[config.mk]
export PLATFORM = sky130hd
export DESIGN_NAME = pwl_cal_div
export DESIGN_NICKNAME = d
export VERILOG_FILES = /design/src/design/pwl_cal_pkg.sv /design/src/design/pwl_cal_div.sv
export SDC_FILE = /design/constraint.sdc
export NUM_CORES = 1
export LEC_CHECK = 0
export ABC_CLOCK_PERIOD_IN_PS = 15450
export BUFFER_PORTS_ARGS = -buffer_cell sky130_fd_sc_hd__buf_2
export CAP_MARGIN = 20
export CELL_PAD_IN_SITES_DETAIL_PLACEMENT = 0
export CELL_PAD_IN_SITES_GLOBAL_PLACEMENT = 2
export CORE_MARGIN = 1
export CORE_UTILIZATION = 41
export CTS_CLUSTER_DIAMETER = 60
export DETAILED_ROUTE_END_ITERATION = 6
export GPL_ROUTABILITY_DRIVEN = 0
export PLACE_DENSITY = 0.95
export SLEW_MARGIN = 10
export SYNTH_ARGS = -nofsm -noshare
export SYNTH_HDL_FRONTEND = slang
export SYNTH_SLANG_ARGS = --single-unit
export TNS_END_PERCENT = 30
[constraint.sdc]
create_clock -name i_clk -period 15.45 [get_ports i_clk]
set_input_delay 0.7725 -clock i_clk [delete_from_list [all_inputs] [get_ports i_clk]]
set_output_delay 0.7725 -clock i_clk [all_outputs]
set_load 0.02 [all_outputs]
[src/design/pwl_cal_pkg.sv]
// shared types and constants for the piecewise-linear calibration table
package pwl_cal_pkg;

    localparam int TABLE_POINTS_DEF = 16;

    localparam logic [1:0] MODE_ADD = 2'd0;
    localparam logic [1:0] MODE_SEG = 2'd1;
    localparam logic [1:0] MODE_V2D = 2'd2;
    localparam logic [1:0] MODE_D2V = 2'd3;

    localparam logic [2:0] ST_OK    = 3'd0;
    localparam logic [2:0] ST_CLAMP = 3'd1;
    localparam logic [2:0] ST_FULL  = 3'd2;
    localparam logic [2:0] ST_NOSEG = 3'd3;
    localparam logic [2:0] ST_DZ    = 3'd4;

    localparam logic signed [31:0] Q_MAX = 32'sh7fff_ffff;
    localparam logic signed [31:0] Q_MIN = 32'sh8000_0000;

    typedef enum logic [3:0] {
        S_IDLE,
        S_SEG_RD,
        S_SEG_DIV,
        S_SEG_MUL,
        S_SEG_WR,
        S_Q_CHK,
        S_Q_SCAN,
        S_Q_RD,
        S_Q_MUL,
        S_Q_DIV,
        S_DONE
    } t_state;

    // divider request and reply
    typedef struct packed {
        logic               start;
        logic signed [32:0] num;
        logic signed [32:0] den;
    } t_div_req;

    typedef struct packed {
        logic               done;
        logic               dz;
        logic signed [31:0] quot;
    } t_div_rsp;

    function automatic logic signed [31:0] sat32(input logic signed [65:0] v);
        if (v > 66'sd2147483647) begin
            return Q_MAX;
        end else if (v < -66'sd2147483648) begin
            return Q_MIN;
        end
        return v[31:0];
    endfunction

endpackage

[src/design/pwl_cal_div.sv]
// serial restoring divider: (num << 16) / den, truncating, saturated
module pwl_cal_div (
    input  logic                  i_clk,
    input  logic                  i_rst_n,
    input  pwl_cal_pkg::t_div_req i_req,
    output pwl_cal_pkg::t_div_rsp o_rsp
);
    import pwl_cal_pkg::*;

    // dividend magnitude up to 2^48, quotient up to 49 bits
    localparam int QW = 49;

    logic        r_busy, n_busy;
    logic [5:0]  r_cnt, n_cnt;
    logic [QW-1:0] r_q, n_q;
    logic [32:0] r_rem, n_rem;
    logic [32:0] r_den, n_den;
    logic        r_neg, n_neg;
    logic        r_done, n_done;
    logic        r_dz, n_dz;
    logic signed [31:0] r_quot, n_quot;

    logic [32:0] num_mag, den_mag;
    logic [33:0] trial;
    logic [QW:0] qs;
    logic signed [QW+1:0] qsig;

    always_comb begin
        num_mag = i_req.num[32] ? 33'(-i_req.num) : 33'(i_req.num);
        den_mag = i_req.den[32] ? 33'(-i_req.den) : 33'(i_req.den);
        n_busy = r_busy;
        n_cnt  = r_cnt;
        n_q    = r_q;
        n_rem  = r_rem;
        n_den  = r_den;
        n_neg  = r_neg;
        n_done = 1'b0;
        n_dz   = r_dz;
        n_quot = r_quot;
        trial  = '0;
        qs     = '0;
        qsig   = '0;
        if (i_req.start) begin
            if (i_req.den == '0) begin
                n_done = 1'b1;
                n_dz   = 1'b1;
                n_quot = (i_req.num == '0) ? 32'sd0 : (i_req.num[32] ? Q_MIN : Q_MAX);
            end else begin
                n_busy = 1'b1;
                n_cnt  = 6'(QW);
                n_q    = {num_mag, 16'd0};
                n_rem  = '0;
                n_den  = den_mag;
                n_neg  = i_req.num[32] ^ i_req.den[32];
                n_dz   = 1'b0;
            end
        end else if (r_busy) begin
            // one quotient bit a cycle
            trial = {r_rem, r_q[QW-1]} - {1'b0, r_den};
            if (!trial[33]) begin
                n_rem = trial[32:0];
                n_q   = {r_q[QW-2:0], 1'b1};
            end else begin
                n_rem = {r_rem[31:0], r_q[QW-1]};
                n_q   = {r_q[QW-2:0], 1'b0};
            end
            n_cnt = r_cnt - 6'd1;
            if (r_cnt == 6'd1) begin
                n_busy = 1'b0;
                n_done = 1'b1;
                qs     = {1'b0, n_q};
                qsig   = r_neg ? -$signed({1'b0, qs}) : $signed({1'b0, qs});
                n_quot = sat32(66'(qsig));
            end
        end
    end

    always_ff @(posedge i_clk) begin
        if (!i_rst_n) begin
            r_busy <= 1'b0;
            r_done <= 1'b0;
        end else begin
            r_busy <= n_busy;
            r_done <= n_done;
        end
        r_cnt  <= n_cnt;
        r_q    <= n_q;
        r_rem  <= n_rem;
        r_den  <= n_den;
        r_neg  <= n_neg;
        r_dz   <= n_dz;
        r_quot <= n_quot;
    end

    assign o_rsp = '{done: r_done, dz: r_dz, quot: r_quot};

endmodule

; Word level (Yosys, flattened, before mapping)
; Index checks and enable logic that the tools add are counted.
[totals]
wordCells = 67
reg_bits = 157
[classes]
n_eq_ne = 3
order_cmp = 2
n_bitwise = 2
addsub = 5
mux = 38
reduce_logical = 7
[op_table]
columns = op, n
row1 = 32-bit 2-to-1 mux, 10
row2 = 49-bit 2-to-1 mux, 5
row3 = 33-bit 2-to-1 mux, 5
row4 = 33-bit zero test, 2
row5 = 33-bit negator, 2
row6 = "51-bit by 32-bit > comparator with 1-bit output, second input constant", 1
row7 = "51-bit by 32-bit less-than comparator with 1-bit output, second input constant", 1
row8 = 51-bit 2-to-1 mux, 1
row9 = 49-bit negator with 51-bit output, 1
row10 = 34-bit by 33-bit subtractor with 34-bit output, 1
row11 = 6-bit 2-to-1 mux, 3
row12 = 1-bit 2-to-1 mux, 14
row13 = "6-bit by 1-bit equality test with 1-bit output, second input constant", 1
row14 = "6-bit by 1-bit subtractor with 6-bit output, second input constant", 1
row15 = 2-bit AND reduction, 2
row16 = 2-bit nonzero test, 2
row17 = 3-bit AND reduction, 1
row18 = "2-bit by 1-bit != test with 1-bit output, second input constant", 1
row19 = "2-bit != test, second input constant", 1
row20 = 1-bit inverter, 1
row21 = 1-bit XOR, 1

; Depth between registers and ports, before layout
; Gate-level depths: netlist of run 1.
[depth]
depth_word = 16
mapped_depth = 24
depth_no_buf = 20

; Worst setup path after synthesis of run 1
; No wires, ideal clock.
[synth_timing]
path_kind = input-to-reg
startpoint = input port i_req[0] (netlist bit)
endpoint = register r_cnt[0] (enable)
setup_slack_ps = 8574
required_ps = 14886
setup_ps = 564
arrival_time_ps = 6312
path_buffers = 1
stages = 11
cell_sequence = inv_1 -> ha_1 -> nand2_1 -> or3_1 -> or3_1 -> or4_1 -> clkbuf_1 -> or4_1 -> nor3_1 -> ha_1 -> a21oi_1
[synth_via]
elab_chain_len = 3
[synth_lines]
columns = item, line
row1 = from (decl), pwl_cal_div.sv:5  ; input pwl_cal_pkg::t_div_req i_req,
row2 = 33-bit zero test, pwl_cal_div.sv:44  ; if (i_req.den == '0) begin
row3 = 2-bit != test (no line), n/a
row4 = 2-bit AND reduction (no line), n/a
row5 = to (signal assigned), pwl_cal_div.sv:86  ; r_cnt <= n_cnt;
row6 = to (decl), pwl_cal_div.sv:14  ; logic [5:0] r_cnt, n_cnt;
; Every way passes these cells.
; A chain may end at the register's enable or synchronous reset.

; Worst setup path after layout of run 1
[layout_timing]
startpoint = register r_rem[9]
endpoint = register r_quot[5] (data pin)
[layout_via]
elab_chain_len = 16
word_cells_on_any_way = 18
[layout_lines]
columns = item, line
row1 = from (decl), pwl_cal_div.sv:16  ; logic [32:0] r_rem, n_rem;
row2 = from (signal assigned), pwl_cal_div.sv:88  ; r_rem <= n_rem;
row3 = 34-bit by 33-bit subtractor with 34-bit output (*), pwl_cal_div.sv:59  ; trial = {r_rem, r_q[QW-1]} - {1'b0, r_den};
row4 = 1-bit 2-to-1 mux (*), pwl_cal_div.sv:60  ; if (!trial[33]) begin
row5 = 49-bit 2-to-1 mux (*), pwl_cal_div.sv:57  ; end else if (r_busy) begin
row6 = 49-bit 2-to-1 mux (*), pwl_cal_div.sv:43  ; if (i_req.start) begin
row7 = 49-bit negator with 51-bit output, pwl_cal_div.sv:72  ; qsig = r_neg ? -$signed({1'b0, qs}) : $signed({1'b0, qs});
row8 = 51-bit 2-to-1 mux (*), pwl_cal_div.sv:72
row9 = 51-bit by 32-bit less-than comparator with 1-bit output, pwl_cal_pkg.sv:50  ; end else if (v < -66'sd2147483648) begin
row10 = 1-bit 2-to-1 mux, pwl_cal_pkg.sv:50
row11 = 1-bit 2-to-1 mux, pwl_cal_pkg.sv:48  ; if (v > 66'sd2147483647) begin
row12 = 1-bit 2-to-1 mux, pwl_cal_div.sv:68  ; if (r_cnt == 6'd1) begin
row13 = 1-bit 2-to-1 mux, pwl_cal_div.sv:57
row14 = 1-bit 2-to-1 mux, pwl_cal_div.sv:43
row15 = 32-bit 2-to-1 mux (*), pwl_cal_pkg.sv:53  ; return v[31:0];
row16 = 32-bit 2-to-1 mux (*), pwl_cal_div.sv:68
row17 = 32-bit 2-to-1 mux (*), pwl_cal_div.sv:57
row18 = 32-bit 2-to-1 mux (*), pwl_cal_div.sv:43
row19 = net n_quot[5], pwl_cal_div.sv:21  ; logic signed [31:0] r_quot, n_quot;
row20 = to (signal assigned), pwl_cal_div.sv:92  ; r_quot <= n_quot;
row21 = to (decl), pwl_cal_div.sv:21
; Mark *: on every way through the listed nets, which the timed path passes. The rest lies on a longest branch. The select of a mux whose other input is x is not followed.

==> metrics.txt, run 1 <==
Register-to-Register Path Depth 20; min cycle time layout 6.64 ns; cell count after synthesis 1103; CTS tree built; Post-Syn Area 0.0105 sq mm; via count of the routed design 8331; fraction of final layout cells with drive strength greater than 1 13.7%; Routed wire per std cell 15.8 microns; Hold/Removal Path Class input pin to flop; kind of critical path flop to flop; DR pass1 iterations 5; hold path depth 1; Synth Net Count 1212; clock slew at reported path FFs 0.07 ns; crit path cell chain ha_1, a211oi_1, o2111ai_1, a221oi_1, o22ai_1, or4_1, and3_1, clkinv_1, ha_1, nand3b_1, or4_4, or3_4, o31ai_4, xnor2_1, or4_1, nor4_2, nand4_1, o41ai_4, buf_4, o21ai_1; cts hold-fix bufs 0; Final Setup Violations 0; post-CTS repair timing setup buffer count 0; Clock Skews 0.0109 ns; Worst setup SP type flop; largest area contributor in the netlist sky130_fd_sc_hd__edfxtp_1; critical path depth in cells 20; Leakage 4.49 nW; slowest stage cell on the critical path sky130_fd_sc_hd__or4_1; Horiz. Die Dim 162 microns; number of buffers created by CTS 17; ranking of synthesized cells by instance count 155 x sky130_fd_sc_hd__edfxtp_1, 94 x sky130_fd_sc_hd__nand2_1, 93 x sky130_fd_sc_hd__a21oi_1; number of I/O port buffers 102; sequential area share after synthesis 44.7%; Clock Latency Late Sink 0.43 ns; CP Data Arrival Time 6.79 ns; antenna diode count 0; area of all placed cells without fillers 0.0119 sq mm; vias in the first global route 7904; Most used DFF post-synth sky130_fd_sc_hd__edfxtp_1; Peak VDD IR 0.0701 mV; Synth Area per Inst 9.53 sq um; effective utilization at floorplan 41.7%; maxcap violations 0; DRC violations left 0; Flop pwr share 39.2%; number of ports placed on the die boundary 103; remaining max-slew budget at the tightest pin 31.6%; iteration-0 DRC count of the detailed router 492; final hold viol count 0; area growth from synthesis to final layout 12.9%; largest stage delay on the critical path 0.56 ns; clock sink count 157; slew at the pin closest to its max-slew limit 1.03 ns; PD cells 127 mW/mm^2; Clock Root Buffer sky130_fd_sc_hd__clkbuf_16; Final Routed Wirelength 24100 microns; DR vias/cell 5.47; crit end category flop; minimum setup slack in the final design 8.81 ns; global routing met3 resource utilization 2.83%; cell internal power dissipation 0.000970 W; Synth async-reset ratio 0%; RSZ-0062 raised after global routing false; fraction of synthesized cell area taken by the top area cell type 44.3%; final worst-path cycle share 43.0%; post-layout net count 1289; clock network fraction of total power 27.2%; cell family with most CP delay simple AND/OR/NAND/NOR gates; result of the run complete, no violations; Total Routing Usage GR 19.1%; Die Y 162 microns; floorplan row count 58; detailed placement HPWL 17200 microns; area of the core 0.0252 sq mm; sw power 0.000533 W; number of instances resized during post-cts repair 0; Setup TNS Final 0 ns; count of pins over their slew limit 0; most used routing layer met2; deepest clock path buffer count 2; number of warnings reported in the yosys synthesis log 0; number of nets with antenna violations after detailed routing 0; Post-Place Cell Area 0.0113 sq mm; overall die area 0.0263 sq mm; CP Buf/Inv Count 2; highest attainable clock frequency 151 MHz; most frequent cell after synthesis sky130_fd_sc_hd__edfxtp_1; number of enable flip-flop cells after synthesis 155; Post-Place Worst Slack 8.85 ns; number of antenna violations at the first check in global routing 0; data required time of the worst path 15.60 ns; Net Sw Frac 35.4%; worst-path maximum fanout 31; pin count of the biggest net entering global routing 78; Global Route met1 Usage 27.4%; Logic pwr share 33.5%; met2 usage in global routing 29.5%; depth of the CTS H-tree 4; first-pass GRT wire length 40000 microns; overflow left after global routing 0; Seq cells post-synth 157; unique cell type count in the Yosys netlist 62; leading cell types by total area after synthesis sky130_fd_sc_hd__edfxtp_1 44%, sky130_fd_sc_hd__xor2_1 5.5%, sky130_fd_sc_hd__ha_1 4.6%
-- placed cells by master (no fill, tap or decap), types with 6 or more instances in the layout --
cell type and n:
sky130_fd_sc_hd__nand3_1 17, sky130_fd_sc_hd__or2_2 7, sky130_fd_sc_hd__o21a_1 7, sky130_fd_sc_hd__clkbuf_16 17
sky130_fd_sc_hd__nor3_1 27, sky130_fd_sc_hd__a21oi_1 92, sky130_fd_sc_hd__nand3b_1 9, sky130_fd_sc_hd__xnor2_1 53
sky130_fd_sc_hd__or4_1 26, sky130_fd_sc_hd__o21ai_1 30, sky130_fd_sc_hd__buf_2 101, sky130_fd_sc_hd__edfxtp_1 155
sky130_fd_sc_hd__nand2_1 94, sky130_fd_sc_hd__o21ai_0 60, sky130_fd_sc_hd__nor2_1 84, sky130_fd_sc_hd__or3_1 24
sky130_fd_sc_hd__inv_1 62, sky130_fd_sc_hd__inv_6 6, sky130_fd_sc_hd__o41ai_1 18, sky130_fd_sc_hd__nor2b_1 23
sky130_fd_sc_hd__and3_1 9, sky130_fd_sc_hd__nor4_1 10, sky130_fd_sc_hd__a211oi_1 6, sky130_fd_sc_hd__nand2b_1 12
sky130_fd_sc_hd__xor2_1 66, sky130_fd_sc_hd__ha_1 39, sky130_fd_sc_hd__o211ai_1 6, sky130_fd_sc_hd__buf_4 9
sky130_fd_sc_hd__o31ai_1 27, sky130_fd_sc_hd__a21o_1 12, sky130_fd_sc_hd__a31oi_1 11
-- power by group through the flow --
stage / Clock [W] / Sequential, W / Combinational [W]
floorplan: 0 / 0.000582 / 0.000396
global placement: 0 / 0.000597 / 0.000499
detailed placement: 0 / 0.000597 / 0.000501
CTS: 0.000418 / 0.000589 / 0.000505
global route: 0.000432 / 0.000597 / 0.000574
finish: 0.000409 / 0.000589 / 0.000504
-- cell type report --
cell class,instances,area [sq um]
clock buffer,19,433
clock inverter,13,130
fill,2428,13300
inverter,63,236
multi-input combinational,831,5390
sequential,157,4690
tap,330,413
timing repair buffer,110,573
-- metal layers --
metal,up-vias,share of wire [%]
li1,4207,-
met1,3910,51
met2,188,44
met3,26,4.1
met4,0,1.4
met5,-,0
-- kinds of logic (layout without fill, tap and decap cells) --
group	Yosys count	in the layout	synth area share (%)
AO/OA/AOI/OAI	300	300	17.8
AND/OR/NAND/NOR	363	363	17.6
adder cells (fa/ha/maj)	40	40	4.83
buffers and inverters	115	205	4.28
multiplexers	9	9	0.905
flip-flops	157	157	44.7
XOR/XNOR	119	119	9.91
-- metrics by stage --
step                hold WS (ns)  cells  utilization (%)  power, W
floorplan                  0.502   1103                -  0.000979
global placement           0.524   1491             44.9   0.00110
detailed placement         0.531   1491             44.9   0.00110
CTS                        0.525   1523             47.1   0.00151
global route               0.534   1523             47.1   0.00160
finish                     0.550   1523             47.1   0.00150
-- state kept, by name, indices dropped and copies added, names as in the netlist --
signal	cells
r_quot	32
r_dz	1
r_busy	1
r_neg	1
r_cnt	6
r_rem	33
r_done	1
r_q	49
r_den	33
-- path summary, 6_finish.rpt --
kind	start	slack, ns	to
max	r_rem[9]$_SDFFCE_PP0P_	8.81	r_quot[5]$_DFFE_PP_
min	i_req[0]	0.55	r_den[0]$_DFFE_PP_
max reg2reg	r_rem[9]$_SDFFCE_PP0P_	8.81	r_quot[5]$_DFFE_PP_
min reg2reg	r_busy$_SDFFE_PN0P_	0.55	r_busy$_SDFFE_PN0P_
(Power assumes the default switching activity.)
==> run 2: changes to the inputs <==
--- a/config.mk
+++ b/config.mk
@@ -5,17 +5,18 @@
 export SDC_FILE = /design/constraint.sdc
 export NUM_CORES = 1
 export LEC_CHECK = 0
-export ABC_CLOCK_PERIOD_IN_PS = 15450
+export ABC_AREA = 1
+export ABC_CLOCK_PERIOD_IN_PS = 6380
 export BUFFER_PORTS_ARGS = -buffer_cell sky130_fd_sc_hd__buf_2
 export CAP_MARGIN = 20
 export CELL_PAD_IN_SITES_DETAIL_PLACEMENT = 0
 export CELL_PAD_IN_SITES_GLOBAL_PLACEMENT = 2
 export CORE_MARGIN = 1
-export CORE_UTILIZATION = 41
+export CORE_UTILIZATION = 36
 export CTS_CLUSTER_DIAMETER = 60
 export DETAILED_ROUTE_END_ITERATION = 6
 export GPL_ROUTABILITY_DRIVEN = 0
-export PLACE_DENSITY = 0.95
+export PLACE_DENSITY = 0.89
 export SLEW_MARGIN = 10
 export SYNTH_ARGS = -nofsm -noshare
 export SYNTH_HDL_FRONTEND = slang
==> constraint.sdc (replaced) <==
create_clock -name i_clk -period 6.38 [get_ports i_clk]
set_input_delay 0.319 -clock i_clk [delete_from_list [all_inputs] [get_ports i_clk]]
set_output_delay 0.319 -clock i_clk [all_outputs]
set_load 0.02 [all_outputs]
==> metrics.txt, run 2 <==
sw power 0.00172 W (was 0.000533 W); Hold/Removal Path Class input pin to flop (unchanged); Largest register FFs 49 (unchanged); slew at the pin closest to its max-slew limit 0.802 ns (was 1.03 ns); Final Routed Wirelength 30900 microns (was 24100 microns); clock network fraction of total power 23.0% (was 27.2%); fraction of synthesized cell area taken by the top area cell type 40.5% (was 44.3%); result of the run complete, no violations (unchanged); final hold viol count 0 (unchanged); post-CTS repair timing setup buffer count 0 (unchanged); Die Y 181 microns (was 162 microns); placed instance count 1896 (was 1491); Flop pwr share 35.3% (was 39.2%); unique cell type count in the Yosys netlist 56 (was 62); area occupied by registers 0.00469 sq mm (unchanged); Total Routing Usage GR 19.4% (was 19.1%); DR vias/cell 5.03 (was 5.47); cell internal power dissipation 0.00254 W (was 0.000970 W); final standard cell count with taps included and fillers excluded 1927 (was 1523); Worst Setup SP r_rem[5]$_SDFFCE_PP0P_ (was r_rem[9]$_SDFFCE_PP0P_); critical path endpoint r_quot[27]$_DFFE_PP_ (was r_quot[5]$_DFFE_PP_); deepest clock path buffer count 2 (unchanged); RSZ-0062 raised after global routing false (unchanged); data required time of the worst path 6.54 ns (was 15.60 ns); kind of critical path flop to flop (unchanged); Register-to-Register Path Depth 26 (was 20); crit end category flop (unchanged); Net Sw Frac 40.3% (was 35.4%); first-pass GRT wire length 50100 microns (was 40000 microns); area growth from synthesis to final layout 11.6% (was 12.9%); fraction of final layout cells with drive strength greater than 1 12.9% (was 13.7%); Synth Net Count 1543 (was 1212); Leakage 5.47 nW (was 4.49 nW); Final Setup Violations 0 (unchanged); Most used DFF post-synth sky130_fd_sc_hd__edfxtp_1 (unchanged); ranking of synthesized cells by instance count 264 x sky130_fd_sc_hd__nand2_1, 185 x sky130_fd_sc_hd__nor2_1, 167 x sky130_fd_sc_hd__inv_1 (was 155 x sky130_fd_sc_hd__edfxtp_1, 94 x sky130_fd_sc_hd__nand2_1, 93 x sky130_fd_sc_hd__a21oi_1); most used cells in the layout excluding fill and tap cells 264 x sky130_fd_sc_hd__nand2_1, 184 x sky130_fd_sc_hd__nor2_1, 166 x sky130_fd_sc_hd__inv_1 (was 155 x sky130_fd_sc_hd__edfxtp_1, 101 x sky130_fd_sc_hd__buf_2, 94 x sky130_fd_sc_hd__nand2_1); post-layout net count 1623 (was 1289); Clock Skews 0.0204 ns (was 0.0109 ns); PD cells 332 mW/mm^2 (was 127 mW/mm^2); overflow left after global routing 0 (unchanged); detailed placement HPWL 23500 microns (was 17200 microns); launch point of the worst reg-to-reg path r_rem[5]$_SDFFCE_PP0P_ (was r_rem[9]$_SDFFCE_PP0P_); DR pass1 iterations 6 (was 5); Post-Syn Area 0.0115 sq mm (was 0.0105 sq mm); vias in the first global route 9507 (was 7904); most frequent cell after synthesis sky130_fd_sc_hd__nand2_1 (was sky130_fd_sc_hd__edfxtp_1); depth of the CTS H-tree 4 (unchanged); number of ports placed on the die boundary 103 (unchanged); antenna diode count 0 (unchanged); CTS tree built (unchanged); sequential area share after synthesis 40.8% (was 44.7%); overall power 0.00426 W (was 0.00150 W); remaining max-slew budget at the tightest pin 46.5% (was 31.6%); Routed wire per std cell 16.1 microns (was 15.8 microns); via count of the routed design 9694 (was 8331); count of pins over their slew limit 0 (unchanged); overall die area 0.0327 sq mm (was 0.0263 sq mm); multi-input logic area 0.00587 sq mm (was 0.00539 sq mm); number of instances resized during post-cts repair 0 (unchanged); number of warnings reported in the yosys synthesis log 0 (unchanged); min cycle time layout 4.48 ns (was 6.64 ns); effective utilization at floorplan 36.5% (was 41.7%); Clock Root Buffer sky130_fd_sc_hd__clkbuf_16 (unchanged); floorplan row count 65 (was 58); Most flops, register r_q (unchanged); leading cell type in the layout, fill and taps excluded sky130_fd_sc_hd__nand2_1 (was sky130_fd_sc_hd__edfxtp_1); Clock Latency Late Sink 0.44 ns (was 0.43 ns); final worst-path cycle share 70.2% (was 43.0%); largest area contributor in the netlist sky130_fd_sc_hd__edfxtp_1 (unchanged); Worst setup SP type flop (unchanged); Setup TNS Final 0 ns (unchanged); leading cell types by total area after synthesis sky130_fd_sc_hd__edfxtp_1 40%, sky130_fd_sc_hd__nand2_1 8.6%, sky130_fd_sc_hd__nor2_1 6.0% (was sky130_fd_sc_hd__edfxtp_1 44%, sky130_fd_sc_hd__xor2_1 5.5%, sky130_fd_sc_hd__ha_1 4.6%); number of buffers created by CTS 17 (unchanged); cts hold-fix bufs 0 (unchanged); Synth async-reset ratio 0% (unchanged); number of fill cells in the layout 3240 (was 2428); r2r setup slk 1.90 ns (was 8.81 ns); worst-path maximum fanout 31 (unchanged); maxcap violations 0 (unchanged); number of I/O port buffers 102 (unchanged); clock slew at reported path FFs 0.07 ns (about the same); Regs by FF count r_q (49), r_den (33), r_rem (33) (unchanged); Post-Place Cell Area 0.0123 sq mm (was 0.0113 sq mm); area of the core 0.0315 sq mm (was 0.0252 sq mm); highest attainable clock frequency 223 MHz (was 151 MHz); Reg-to-Reg End r_quot[27]$_DFFE_PP_ (was r_quot[5]$_DFFE_PP_); Peak VDD IR 0.227 mV (was 0.0701 mV); clock sink count 157 (unchanged); Synth Area per Inst 8.02 sq um (was 9.53 sq um); CP Data Arrival Time 4.64 ns (was 6.79 ns); number of antenna violations at the first check in global routing 0 (unchanged); Logic pwr share 41.7% (was 33.5%); area of all placed cells without fillers 0.0128 sq mm (was 0.0119 sq mm); Seq cells post-synth 157 (unchanged); number of enable flip-flop cells after synthesis 155 (unchanged); cell count after synthesis 1434 (was 1103); pin count of the biggest net entering global routing 86 (was 78); Horiz. Die Dim 181 microns (was 162 microns); iteration-0 DRC count of the detailed router 494 (was 492); DRC violations left 0 (unchanged); number of nets with antenna violations after detailed routing 0 (unchanged)
[run 2: changes by cell type in the layout (fill, tap and decap cells not counted), sizes merged, moves of 18 or more]
cell / delta
inv: +103
a21oi: -21
or4: -28
nor2b: -23
o31ai: -23
or3: -26
o41ai: -18
nor2: +114
nand2: +185
nand3: +115
[run 2: per-layer routing]
layer | routed length (microns) | GRT usage (%) | share of wire [%] | vias up
li1 | - | - | - | 4970
met1 | 15000 | 27.1 | 48 | 4453
met2 | 14000 | 31.2 | 45 | 235
met3 | 1330 | 2.32 | 4.3 | 36
met4 | 601 | 5.91 | 1.9 | 0
met5 | 0 | 0 | 0 | -
[run 2: how the worst min path moves through the flow]
stage | startpoint | end | slack (ns) | depth (start not counted)
3_3_place_gp | i_req[0] | r_den[0]$_DFFE_PP_ | 0.54 | 1
2_1_floorplan | i_req[0] | r_den[0]$_DFFE_PP_ | 0.42 | 0
6_report | i_req[0] | r_den[0]$_DFFE_PP_ | 0.1 | 1
4_1_cts | i_req[0] | r_den[0]$_DFFE_PP_ | 0.09 | 1
3_5_place_dp | i_req[0] | r_den[0]$_DFFE_PP_ | 0.54 | 1
5_1_grt | i_req[0] | r_den[0]$_DFFE_PP_ | 0.10 | 1
[run 2: power groups by stage]
stage	registers [W]	logic [W]	clock network (W)
5_1_grt	0.00152	0.00203	0.00104
3_3_place_gp	0.00151	0.00178	0
4_1_cts	0.00150	0.00179	0.00100
2_1_floorplan	0.00148	0.00142	0
3_5_place_dp	0.00152	0.00178	0
6_report	0.00150	0.00178	0.000980
[run 2: stage by stage]
stage          utilization [%]  hold slack, ns  setup WS (ns)
6_report                  40.8          0.0959           1.90
5_1_grt                   40.8           0.101           1.49
4_1_cts                   40.7          0.0917           1.89
3_5_place_dp              39.0           0.539           1.92
3_3_place_gp              39.0           0.539           1.88
2_1_floorplan                -           0.418           2.40
[run 2: worst max-delay path, cell delays in order, from the launching register on]
cell	delay, ns
sky130_fd_sc_hd__edfxtp_1	0.40
sky130_fd_sc_hd__ha_1	0.38
sky130_fd_sc_hd__nand2_1	0.09
sky130_fd_sc_hd__nand2_1	0.07
sky130_fd_sc_hd__a21oi_1	0.16
sky130_fd_sc_hd__nand3_2	0.16
sky130_fd_sc_hd__nand2_2	0.11
sky130_fd_sc_hd__nand2_4	0.09
sky130_fd_sc_hd__nand2_4	0.09
sky130_fd_sc_hd__nand3_2	0.08
sky130_fd_sc_hd__nand2_4	0.15
sky130_fd_sc_hd__ha_1	0.21
sky130_fd_sc_hd__nand3_2	0.17
sky130_fd_sc_hd__nor2_8	0.20
sky130_fd_sc_hd__nand3_4	0.10
sky130_fd_sc_hd__o21ai_4	0.19
sky130_fd_sc_hd__nand2_2	0.10
sky130_fd_sc_hd__a21oi_4	0.21
sky130_fd_sc_hd__nand4_1	0.12
sky130_fd_sc_hd__nor2_1	0.10
sky130_fd_sc_hd__nand3b_1	0.10
sky130_fd_sc_hd__nor2_1	0.14
sky130_fd_sc_hd__nand3_1	0.08
sky130_fd_sc_hd__nor2_1	0.10
sky130_fd_sc_hd__nand3_1	0.14
sky130_fd_sc_hd__nand3_4	0.29
sky130_fd_sc_hd__nand3_1	0.14
[run 2: layout make-up]
cell class                      count  share of cell area, %
Clock inverter                     10                  0.721
Timing Repair Buffer              110                   4.66
Multi-Input combinational cell   1057                   45.7
Sequential cell                   157                   36.6
Tap cell                          402                   3.92
Clock buffer                       20                   3.40
Inverter                          171                   5.01
[run 2: kinds of logic after synthesis]
family | Yosys count | share of synthesized area (%)
and+or+nand+nor | 688 | 27.3
AOI/OAI and AO/OA | 210 | 10.2
adders and majority gates | 40 | 4.42
xor gates and xnor gates | 119 | 9.06
DFF | 157 | 40.8
buffers and inverters | 220 | 8.30
==> run 3: changes to the inputs <==
--- a/config.mk
+++ b/config.mk
@@ -6,7 +6,7 @@
 export NUM_CORES = 1
 export LEC_CHECK = 0
 export ABC_AREA = 1
-export ABC_CLOCK_PERIOD_IN_PS = 6380
+export ABC_CLOCK_PERIOD_IN_PS = 4700
 export BUFFER_PORTS_ARGS = -buffer_cell sky130_fd_sc_hd__buf_2
 export CAP_MARGIN = 20
 export CELL_PAD_IN_SITES_DETAIL_PLACEMENT = 0
==> constraint.sdc (replaced) <==
create_clock -name i_clk -period 4.7 [get_ports i_clk]
set_input_delay 0.235 -clock i_clk [delete_from_list [all_inputs] [get_ports i_clk]]
set_output_delay 0.235 -clock i_clk [all_outputs]
set_load 0.02 [all_outputs]
==> metrics.txt, run 3 (synthesis results as in run 2) <==
first-pass GRT wire length 50100 microns (about the same); depth of the CTS H-tree 4 (unchanged); number of ports placed on the die boundary 103 (unchanged); overall die area 0.0327 sq mm (unchanged); PD cells 456 mW/mm^2 (was 332 mW/mm^2); sw power 0.00239 W (was 0.00172 W); clock slew at reported path FFs 0.07 ns (about the same); crit end category flop (unchanged); most used cells in the layout excluding fill and tap cells 264 x sky130_fd_sc_hd__nand2_1, 184 x sky130_fd_sc_hd__nor2_1, 166 x sky130_fd_sc_hd__inv_1 (unchanged); Horiz. Die Dim 181 microns (unchanged); Net Sw Frac 40.3% (about the same); launch point of the worst reg-to-reg path r_rem[13]$_SDFFCE_PP0P_ (was r_rem[5]$_SDFFCE_PP0P_); Clock Skews 0.0146 ns (was 0.0204 ns); number of I/O port buffers 102 (unchanged); Reg-to-Reg End r_quot[2]$_DFFE_PP_ (was r_quot[27]$_DFFE_PP_); vias in the first global route 9489 (was 9507); kind of critical path flop to flop (unchanged); Routed wire per std cell 16.2 microns (was 16.1 microns); Regs by FF count r_q (49), r_den (33), r_rem (33) (unchanged); hold path depth 3 (was 1); Largest register FFs 49 (unchanged); pin count of the biggest net entering global routing 75 (was 86); hold-critical path endpoint r_busy$_SDFFE_PN0P_ (was r_den[0]$_DFFE_PP_); data required time of the worst path 4.87 ns (was 6.54 ns); DR pass1 iterations 5 (was 6); Hold/Removal Path Class input pin to flop (unchanged); launch point of the worst hold path i_rst_n (was i_req[0]); remaining max-slew budget at the tightest pin 31.5% (was 46.5%); Peak VDD IR 0.276 mV (was 0.227 mV); worst-path maximum fanout 12 (was 31); DRC violations left 0 (unchanged); r2r setup slk 0.39 ns (was 1.90 ns); clock sink count 157 (unchanged); cell internal power dissipation 0.00353 W (was 0.00254 W); antenna diode count 0 (unchanged); CTS tree built (unchanged); number of buffers created by CTS 17 (unchanged); result of the run complete, no violations (unchanged); Register-to-Register Path Depth 26 (unchanged); Most flops, register r_q (unchanged); min cycle time layout 4.31 ns (was 4.48 ns); floorplan row count 65 (unchanged); highest attainable clock frequency 232 MHz (was 223 MHz); post-layout net count 1629 (was 1623); area of the core 0.0315 sq mm (unchanged); effective utilization at floorplan 36.5% (unchanged); final worst-path cycle share 91.6% (was 70.2%); count of pins over their slew limit 0 (unchanged); Final Util 41.2% (was 40.8%); area growth from synthesis to final layout 12.8% (was 11.6%); RSZ-0062 raised after global routing false (unchanged); CP Data Arrival Time 4.48 ns (was 4.64 ns); Clock Root Buffer sky130_fd_sc_hd__clkbuf_16 (unchanged); fraction of final layout cells with drive strength greater than 1 13.7% (was 12.9%); number of nets with antenna violations after detailed routing 0 (unchanged); via count of the routed design 9791 (was 9694); overflow left after global routing 0 (unchanged); Clock Latency Late Sink 0.44 ns (about the same); maxcap violations 0 (unchanged); clock network fraction of total power 24.1% (was 23.0%); DR vias/cell 5.06 (was 5.03); Total Routing Usage GR 19.4% (about the same); Final Setup Violations 0 (unchanged); Setup TNS Final 0 ns (unchanged); Final Routed Wirelength 31400 microns (was 30900 microns); iteration-0 DRC count of the detailed router 612 (was 494); number of antenna violations at the first check in global routing 1 (was 0); deepest clock path buffer count 2 (unchanged); final hold viol count 0 (unchanged); slew at the pin closest to its max-slew limit 1.03 ns (was 0.802 ns); leading cell type in the layout, fill and taps excluded sky130_fd_sc_hd__nand2_1 (unchanged); Leakage 5.51 nW (was 5.47 nW); Worst setup SP type flop (unchanged); Die Y 181 microns (unchanged); detailed placement HPWL 24000 microns (was 23500 microns); Logic pwr share 41.4% (was 41.7%); Flop pwr share 34.5% (was 35.3%)
run 3: power groups by stage:
stage	registers (W)	clock network (W)	logic, W
2_1_floorplan	0.00200	0	0.00193
4_1_cts	0.00204	0.00145	0.00244
5_1_grt	0.00208	0.00150	0.00278
3_5_place_dp	0.00207	0	0.00242
6_report	0.00205	0.00143	0.00245
3_3_place_gp	0.00206	0	0.00241
run 3: how the worst max path moves through the flow:
stage,start,endpoint,slack [ns],cells after the start
finish,r_rem[13]$_SDFFCE_PP0P_,r_quot[2]$_DFFE_PP_,0.39,26
global placement,r_rem[7]$_SDFFCE_PP0P_,r_quot[13]$_DFFE_PP_,0.40,26
CTS,r_rem[13]$_SDFFCE_PP0P_,r_quot[2]$_DFFE_PP_,0.21,24
floorplan,i_req[0],r_cnt[0]$_SDFFCE_PP1P_,0.81,16
detailed placement,r_rem[13]$_SDFFCE_PP0P_,r_quot[2]$_DFFE_PP_,0.21,24
global route,r_rem[7]$_SDFFCE_PP0P_,r_quot[1]$_DFFE_PP_,0.007,27
run 3: final cells by class:
class	instances	area, sq um
Fill cell	3224	18500
Inverter	171	643
Sequential cell	157	4690
Tap cell	402	503
Timing Repair Buffer	114	616
Clock inverter	14	156
Clock buffer	17	425
Multi-Input combinational cell	1059	5940
run 3: metrics by stage:
stage | setup WS (ns) | cells | instance area [sq um] | power (W) | hold slack [ns]
after detailed placement | 0.212 | 1898 | 12300 | 0.00449 | 0.451
after CTS | 0.207 | 1930 | 12900 | 0.00593 | 0.0349
final | 0.393 | 1934 | 13000 | 0.00592 | 0.0474
after global placement | 0.398 | 1898 | 12300 | 0.00447 | 0.458
after global routing | 0.00656 | 1934 | 13000 | 0.00636 | 0.0432
after floorplan | 0.809 | 1434 | 11500 | 0.00393 | 0.334
run 3: layer usage:
metal	global-route usage, %	wire (microns)	up-vias
li1	-	-	4980
met1	26.8	15000	4539
met2	31.8	14500	234
met3	2.64	1180	36
met4	5.40	602	2
met5	0	10	-
run 3: repair_timing:
item,in CTS,in global routing
gates resized for setup,0,8
setup buffers,0,2
endpoints found under the setup margin,0,31
hold buffers,1,0
endpoints found under the hold margin,1,0
run 3: critical path: stages, from the launching register on:
cell,delay (ns)
sky130_fd_sc_hd__edfxtp_1,0.41
sky130_fd_sc_hd__ha_2,0.39
sky130_fd_sc_hd__nand2_1,0.07
sky130_fd_sc_hd__nor2_1,0.18
sky130_fd_sc_hd__nor3b_2,0.22
sky130_fd_sc_hd__nand2_2,0.09
sky130_fd_sc_hd__nand2_4,0.12
sky130_fd_sc_hd__nand2_4,0.07
sky130_fd_sc_hd__nand2_2,0.07
sky130_fd_sc_hd__nand2_2,0.06
sky130_fd_sc_hd__nand2_4,0.13
sky130_fd_sc_hd__ha_1,0.24
sky130_fd_sc_hd__nand3_4,0.14
sky130_fd_sc_hd__nor2_8,0.18
sky130_fd_sc_hd__nand3_4,0.10
sky130_fd_sc_hd__o21ai_4,0.20
sky130_fd_sc_hd__nand2_2,0.10
sky130_fd_sc_hd__a21oi_4,0.15
sky130_fd_sc_hd__nand4_1,0.09
sky130_fd_sc_hd__nor2_1,0.12
sky130_fd_sc_hd__nand3b_1,0.08
sky130_fd_sc_hd__nor2_1,0.09
sky130_fd_sc_hd__nand3_1,0.08
sky130_fd_sc_hd__nor2_1,0.18
sky130_fd_sc_hd__nand3_4,0.16
sky130_fd_sc_hd__nand3_4,0.19
sky130_fd_sc_hd__nand3_1,0.12
